===== src/hdl/nearest_segment_point_to_anchor_top_assert.svh =====
// Assertion macros shared by the nearest segment point pipeline.
// Needs signals named clock and reset in the module that includes it.
`ifndef NEAREST_SEGMENT_POINT_TO_ANCHOR_TOP_ASSERT_SVH
`define NEAREST_SEGMENT_POINT_TO_ANCHOR_TOP_ASSERT_SVH

// Same-cycle implication
`define NSPA_ASSERT_IMP(lbl, ante, cons, msg) \
   lbl: assert property (@(posedge clock) disable iff (reset) (ante) |-> (cons)) \
      else $error(msg);

// Next-cycle implication
`define NSPA_ASSERT_NXT(lbl, ante, cons, msg) \
   lbl: assert property (@(posedge clock) disable iff (reset) (ante) |=> (cons)) \
      else $error(msg);

`endif


===== src/hdl/nspa_pkg.sv =====
// Package for the nearest segment point pipeline: widths, payload types, codes.
// No dependencies.
`timescale 1ns / 1ps
package nspa_pkg;

   localparam int COORD_W = 16;
   localparam int CFG_W   = 15;
   localparam int SEL_W   = 3;
   localparam int DIFF_W  = 17;   // f - s
   localparam int UDIF_W  = 18;   // anchor - point
   localparam int PROD_W  = 35;
   localparam int CROSS_W = 36;
   localparam int DOT_W   = 37;
   localparam int MAG_W   = 36;
   localparam int DD_W    = 34;
   localparam int HALF_A  = 18;
   localparam int HALF_D  = 17;
   localparam int PA_W    = 2 * HALF_A;
   localparam int PD_W    = 2 * HALF_D;
   localparam int SQA_W   = 2 * MAG_W;
   localparam int SQD_W   = 68;

   localparam logic [SEL_W-1:0] WINCH_A = 3'd0;
   localparam logic [SEL_W-1:0] WINCH_B = 3'd1;
   localparam logic [SEL_W-1:0] WINCH_C = 3'd2;

   typedef enum logic [2:0] {
      REG_A_X_OFF = 3'd0,
      REG_B_X_OFF = 3'd1,
      REG_B_Y     = 3'd2,
      REG_C_X     = 3'd3,
      REG_C_Y     = 3'd4,
      REG_D_X     = 3'd5
   } csr_idx_type;

   typedef logic signed [COORD_W-1:0] coord_type;

   typedef struct packed {
      logic [CFG_W-1:0] a_x_off;
      logic [CFG_W-1:0] b_x_off;
      logic [CFG_W-1:0] b_y;
      logic [CFG_W-1:0] c_x;
      logic [CFG_W-1:0] c_y;
      logic [CFG_W-1:0] d_x;
   } anchor_type;

   typedef struct packed {
      coord_type sx;
      coord_type sy;
      coord_type sz;
      coord_type fx;
      coord_type fy;
      coord_type fz;
   } seg_type;

   // Decisions made ahead of the interpolation
   typedef struct packed {
      seg_type seg;
      logic    near_start;
      logic    collinear;
      logic    outside;
      logic    pf_gt;
      logic    pf_lt;
      logic    zero_horiz;
   } side_type;

   typedef struct packed {
      logic [MAG_W-1:0] apf;
      logic [DD_W-1:0]  dd;
   } divop_type;

   typedef struct packed {
      coord_type near_x;
      coord_type near_y;
      coord_type near_z;
   } res_type;

endpackage


===== src/hdl/nspa_div.sv =====
// Pipelined restoring divider: one quotient bit of |pf| * 2^FRAC_BITS / dd
// per stage, saturating at one. Depends on nspa_pkg and the assertion header.
`timescale 1ns / 1ps
`include "nearest_segment_point_to_anchor_top_assert.svh"
module nspa_div #(
   parameter int FRAC_BITS = 16
) (
   input  logic                 clock,
   input  logic                 reset,
   input  logic                 in_valid,
   output logic                 in_ready,
   input  nspa_pkg::side_type   in_side,
   input  nspa_pkg::divop_type  in_op,
   output logic                 out_valid,
   input  logic                 out_ready,
   output nspa_pkg::side_type   out_side,
   output logic                 out_sat,
   output logic [FRAC_BITS-1:0] out_quo
);
   import nspa_pkg::*;

   localparam int NST = FRAC_BITS + 1;

   logic [NST-1:0]       vld_ff, vld_in;
   logic [NST-1:0]       sat_ff, sat_in;
   logic                 en;
   side_type             sd_ff [NST];
   logic [DD_W-1:0]      dd_ff [NST];
   logic [DD_W-1:0]      rem_ff [NST], rem_in [NST];
   logic [FRAC_BITS-1:0] quo_ff [NST], quo_in [NST];
   logic [DD_W:0]        r2 [NST];
   logic [NST-1:0]       ge;

   always_comb begin
      en       = !vld_ff[NST-1] || out_ready;
      in_ready = en;
      vld_in   = en ? {vld_ff[NST-2:0], in_valid} : vld_ff;
   end

   always_ff @(posedge clock) begin
      if (reset) begin
         vld_ff <= '0;
      end else begin
         vld_ff <= vld_in;
      end
   end

   // quotient of one or more: fraction is taken as zero downstream
   always_comb begin
      sat_in[0] = in_op.apf >= MAG_W'(in_op.dd);
      for (int k = 1; k < NST; k++) begin
         sat_in[k] = sat_ff[k-1];
      end
      rem_in[0] = sat_in[0] ? '0 : in_op.apf[DD_W-1:0];
      quo_in[0] = '0;
      r2[0]     = '0;
      ge[0]     = 1'b0;
      // one shift-compare-subtract per stage; saturated items keep a zero
      // quotient, even with an empty divisor
      for (int k = 1; k < NST; k++) begin
         r2[k]     = {rem_ff[k-1], 1'b0};
         ge[k]     = !sat_ff[k-1] && (r2[k] >= {1'b0, dd_ff[k-1]});
         rem_in[k] = ge[k] ? DD_W'(r2[k] - {1'b0, dd_ff[k-1]}) : r2[k][DD_W-1:0];
         quo_in[k] = {quo_ff[k-1][FRAC_BITS-2:0], ge[k]};
      end
   end

   always_ff @(posedge clock) begin
      if (en) begin
         sat_ff   <= sat_in;
         rem_ff   <= rem_in;
         quo_ff   <= quo_in;
         sd_ff[0] <= in_side;
         dd_ff[0] <= in_op.dd;
         for (int k = 1; k < NST; k++) begin
            sd_ff[k] <= sd_ff[k-1];
            dd_ff[k] <= dd_ff[k-1];
         end
      end
   end

   assign out_valid = vld_ff[NST-1];
   assign out_side  = sd_ff[NST-1];
   assign out_sat   = sat_ff[NST-1];
   assign out_quo   = quo_ff[NST-1];

   `NSPA_ASSERT_IMP(rem_bound_a, vld_ff[NST-1] && !sat_ff[NST-1], rem_ff[NST-1] < dd_ff[NST-1], "divider remainder not below divisor")
   `NSPA_ASSERT_IMP(sat_zero_a, vld_ff[NST-1] && sat_ff[NST-1], quo_ff[NST-1] == '0, "saturated division left quotient bits")

endmodule


===== config.mk =====
export PLATFORM = sky130hd
export DESIGN_NAME = nspa_div
export DESIGN_NICKNAME = d
export VERILOG_FILES = /design/src/hdl/nspa_pkg.sv /design/src/hdl/nspa_div.sv
export VERILOG_INCLUDE_DIRS = /design/src /design/src/hdl
export SDC_FILE = /design/constraint.sdc
export NUM_CORES = 2
export LEC_CHECK = 0
export BUFFER_PORTS_ARGS = -buffer_cell sky130_fd_sc_hd__buf_4
export CORE_ASPECT_RATIO = 2
export CORE_MARGIN = 2
export CORE_UTILIZATION = 42
export DETAILED_ROUTE_END_ITERATION = 8
export GPL_TIMING_DRIVEN = 0
export SLEW_MARGIN = 20
export SYNTH_ARGS = -nofsm -noshare
export SYNTH_HDL_FRONTEND = slang
export SYNTH_SLANG_ARGS = --single-unit

===== constraint.sdc =====
create_clock -name clock -period 123.6 [get_ports clock]
set_clock_uncertainty 0.05 [all_clocks]
set_input_delay 6.18 -clock clock [delete_from_list [all_inputs] [get_ports clock]]
set_output_delay 6.18 -clock clock [all_outputs]
set_load 0.05 [all_outputs]

==> impl_metrics.py <==
metrics = {
    "placement": {
        "post-place-ws_ns": 109.43,
        "portBuffers": 295,
        "dp_hpwl_mm": 260,
        "dp.cells": 12900,
        "gp_congestion": 1.01,
    },
    "die": {
        "num_rows": 285,
        "start_util": 0.421,
        "dieArea_um2": 306000,
        "io_pins": 297,
        "die_x_um": 392,
        "core-area_um2": 301000,
        "die_y_um": 781,
    },
    "clocking": {
        "clkTransAtPathRegs_ns": 0.07,
        "post_cts_buffers": 0,
        "ctsHoldBuffers": 0,
        "cts_buffers": 282,
        "clock-sinks": 2992,
        "cts_tree": "built",
        "htree_levels": 5,
        "post_cts_resized": 0,
        "clk_latency_ns": 0.91,
        "cts_root_buf": "clkbuf_16",
        "clock_path_buffers": 4,
    },
    "global_routing": {
        "grt-ovfl-total": 0,
        "grt_pass1_wl_mm": 469,
        "groute.usage.overall": 0.212,
        "grt_pass1_vias": 73700,
        "antenna_found_initial": 10,
        "grt_max_degree": 40,
    },
    "worst_setup_path": {
        "path_cells": "buf_4, nor2b_1, clkbuf_1, clkinv_1, buf_2, buf_12, buf_4",
        "max_stage_delay_ns": 0.40,
        "cpMaxStageDelayCell": "buf_2",
        "crit_family": "buffers and inverters",
        "start_kind": "input port",
        "cp.arrival_ns": 7.89,
        "worstPathMaxFanout": 33,
        "path_common_cell": "buf_4",
        "critical_path_required_ns": 117.37,
        "worstSetupEndpointType": "output port",
        "path_buf_inv": 6,
        "crit_type": "in2out",
    },
    "timing": {
        "slew_headroom": 0.153,
        "rsz0062_at_grt": "no",
        "fmax_mhz": 70.8,
        "drv_slew": 0,
        "fin_tns_setup_ns": 0,
        "worst_pin_slew_ns": 1.26,
        "setup-violations-final": 0,
        "min_period_ns": 14.12,
        "hold_viol_final": 0,
        "fin_crit_sh": 0.114,
        "worst_slack_ns": 109.48,
        "whs_ns": 0.340,
    },
    "logic_synthesis": {
        "ys_seq_area_frac": 0.708,
        "yosys_warnings": 0,
        "synth_xor_xnor_area_share": 0.0310,
        "ys_ff_latch": 2992,
        "synthSimpleGateAreaFrac": 0.0523,
        "yosys-top-cells-area": "edfxtp_1 (71%), ha_1 (5.7%), mux2_2 (2.4%), inv_1 (2.1%), a21oi_1 (2.1%)",
        "synth_fp_nets": 9260,
        "syn_area_per_cell_um2": 14.9,
        "yosysTopAreaCell": "edfxtp_1",
        "synth-edff-count": 2975,
        "synth_top_area_share": 0.705,
        "synth-compound-area-share": 0.0891,
        "syn_inst": 8492,
        "synth.area.mux_share": 0.0263,
        "async_flop_share": 0,
        "synthFlopType": "edfxtp_1",
        "synth_top_family_by_area": "compound AO/OA/AOI/OAI gates",
        "synth_cell_types": 92,
        "netlist_area_um2": 127000,
        "synth_fa_ha_area_frac": 0.0594,
    },
    "pwr": {
        "p_comb_frac": 0.177,
        "peakVddDrop_mv": 0.0196,
        "switching_share": 0.273,
        "p_int_w": 0.00190,
        "power_leakage_nw": 60.3,
        "p_sw_w": 0.000714,
        "p_per_area_nw_per_um2": 18.0,
        "p_seq_frac": 0.479,
        "power_frac_clock": 0.344,
    },
    "final_layout": {
        "final_cell_mix": "edfxtp_1 (2975), inv_1 (720), ha_1 (577)",
        "area_growth_pct": 15.0,
        "drive_above_1_share": 0.139,
        "finalNonFillerCells": 13400,
        "layout_commonest_cell": "edfxtp_1",
        "nets": 9949,
    },
    "routing": {
        "routed_wl_mm": 326,
        "drt_first_pass_iters": 7,
        "avgViaCountPerCell": 5.13,
        "num_vias": 68800,
        "drt_iter0_drc": 3413,
        "drc": 0,
        "routedWlPerCell_um": 24.3,
        "final_antenna_net_count": 0,
    },
    "outcome": {
        "status": "finished, final reports clean",
    },
    "hold_path": {
        "worstHoldPathType": "reg2reg",
    },
    "flow_run": {
        "cap_violations": 0,
    },
}
## flip-flops by register name, indices dropped and copies added, names as in the netlist
signal	cells
dd_ff	544
vld_ff	17
r2	544
sat_ff	17
sd_ff	1734
quo_ff	120
out_quo	16
## routing by layer
metal  up-vias  share of wire  global-route usage
met5         -        0.00015                   0
li1      33100              -                   -
met2      1435           0.60               0.446
met1     33500           0.26               0.153
met4         8           0.11               0.191
met3       834          0.027              0.0261
## power by group through the flow
| stage | clock network (W) | registers (W) | logic (W) |
|---|---|---|---|
| after global routing | 0.000964 | 0.00126 | 0.000504 |
| after CTS | 0.000931 | 0.00125 | 0.000467 |
| after global placement | 0 | 0.00127 | 0.000460 |
| final | 0.000899 | 0.00125 | 0.000464 |
| after detailed placement | 0 | 0.00128 | 0.000465 |
| after floorplan | 0 | 0.00125 | 0.000311 |
## path summary, 6_finish.rpt
path	cells after the start	start	end	slack, ns
min	0	sd_ff[0][1469]$_DFFE_PP_	sd_ff[0][1571]$_DFFE_PP_	0.34
max reg2reg	12	r2[364]$_DFFE_PP_	r2[342]$_DFFE_PP_	117.49
max	7	out_ready	in_ready	109.48
min reg2reg	0	sd_ff[0][1469]$_DFFE_PP_	sd_ff[0][1571]$_DFFE_PP_	0.34
## cell families (layout without fill, tap and decap cells)
family	Yosys count	after routing
compound gates	1787	1787
fa+ha+maj	592	592
xor+xnor	449	449
buf+inv	1003	1909
flops	2992	2992
simple gates	1372	1372
other cells	0	4
mux	297	297
## cells in the mapped netlist, types with 122 or more instances
library cell,n
a21oi_1,538
nand2_1,501
clkbuf_1,122
xnor2_1,275
inv_1,720
edfxtp_1,2975
mux2_2,270
a21o_1,297
nor2_1,258
xor2_1,174
ha_1,577
buf_4,124
o21ai_0,412
## through the flow
step | utilization | cell area [um2] | power, W
2_1_floorplan | - | 127000 | 0.00156
3_3_place_gp | 0.445 | 134000 | 0.00173
3_5_place_dp | 0.453 | 136000 | 0.00174
4_1_cts | 0.485 | 146000 | 0.00265
5_1_grt | 0.485 | 146000 | 0.00273
6_report | 0.485 | 146000 | 0.00262
## worst register-to-register path, cell delays in order (launching register included)
cell and delay [ns]:
edfxtp_1 0.41, ha_1 0.30, buf_2 0.18, a21oi_1 0.14
o21ai_0 0.21, a211oi_1 0.60, o211ai_1 0.47, a41oi_1 0.91
o21a_1 0.28, o221ai_2 0.20, a41oi_2 0.87, clkbuf_1 0.92
o41ai_1 0.25
## area by class of cell
type / count / area, um2
fillers: 25700 / 155000
flip-flops and latches: 2992 / 89700
multi-input cells: 4497 / 32800
clock buffers: 326 / 7240
well taps: 4018 / 5030
repair buffers: 405 / 4340
inverters: 721 / 2710
clock inverters: 175 / 2300
plain buffers: 282 / 1600
diodes: 4 / 10.0
Note: power is estimated with default switching activity, not from simulation.
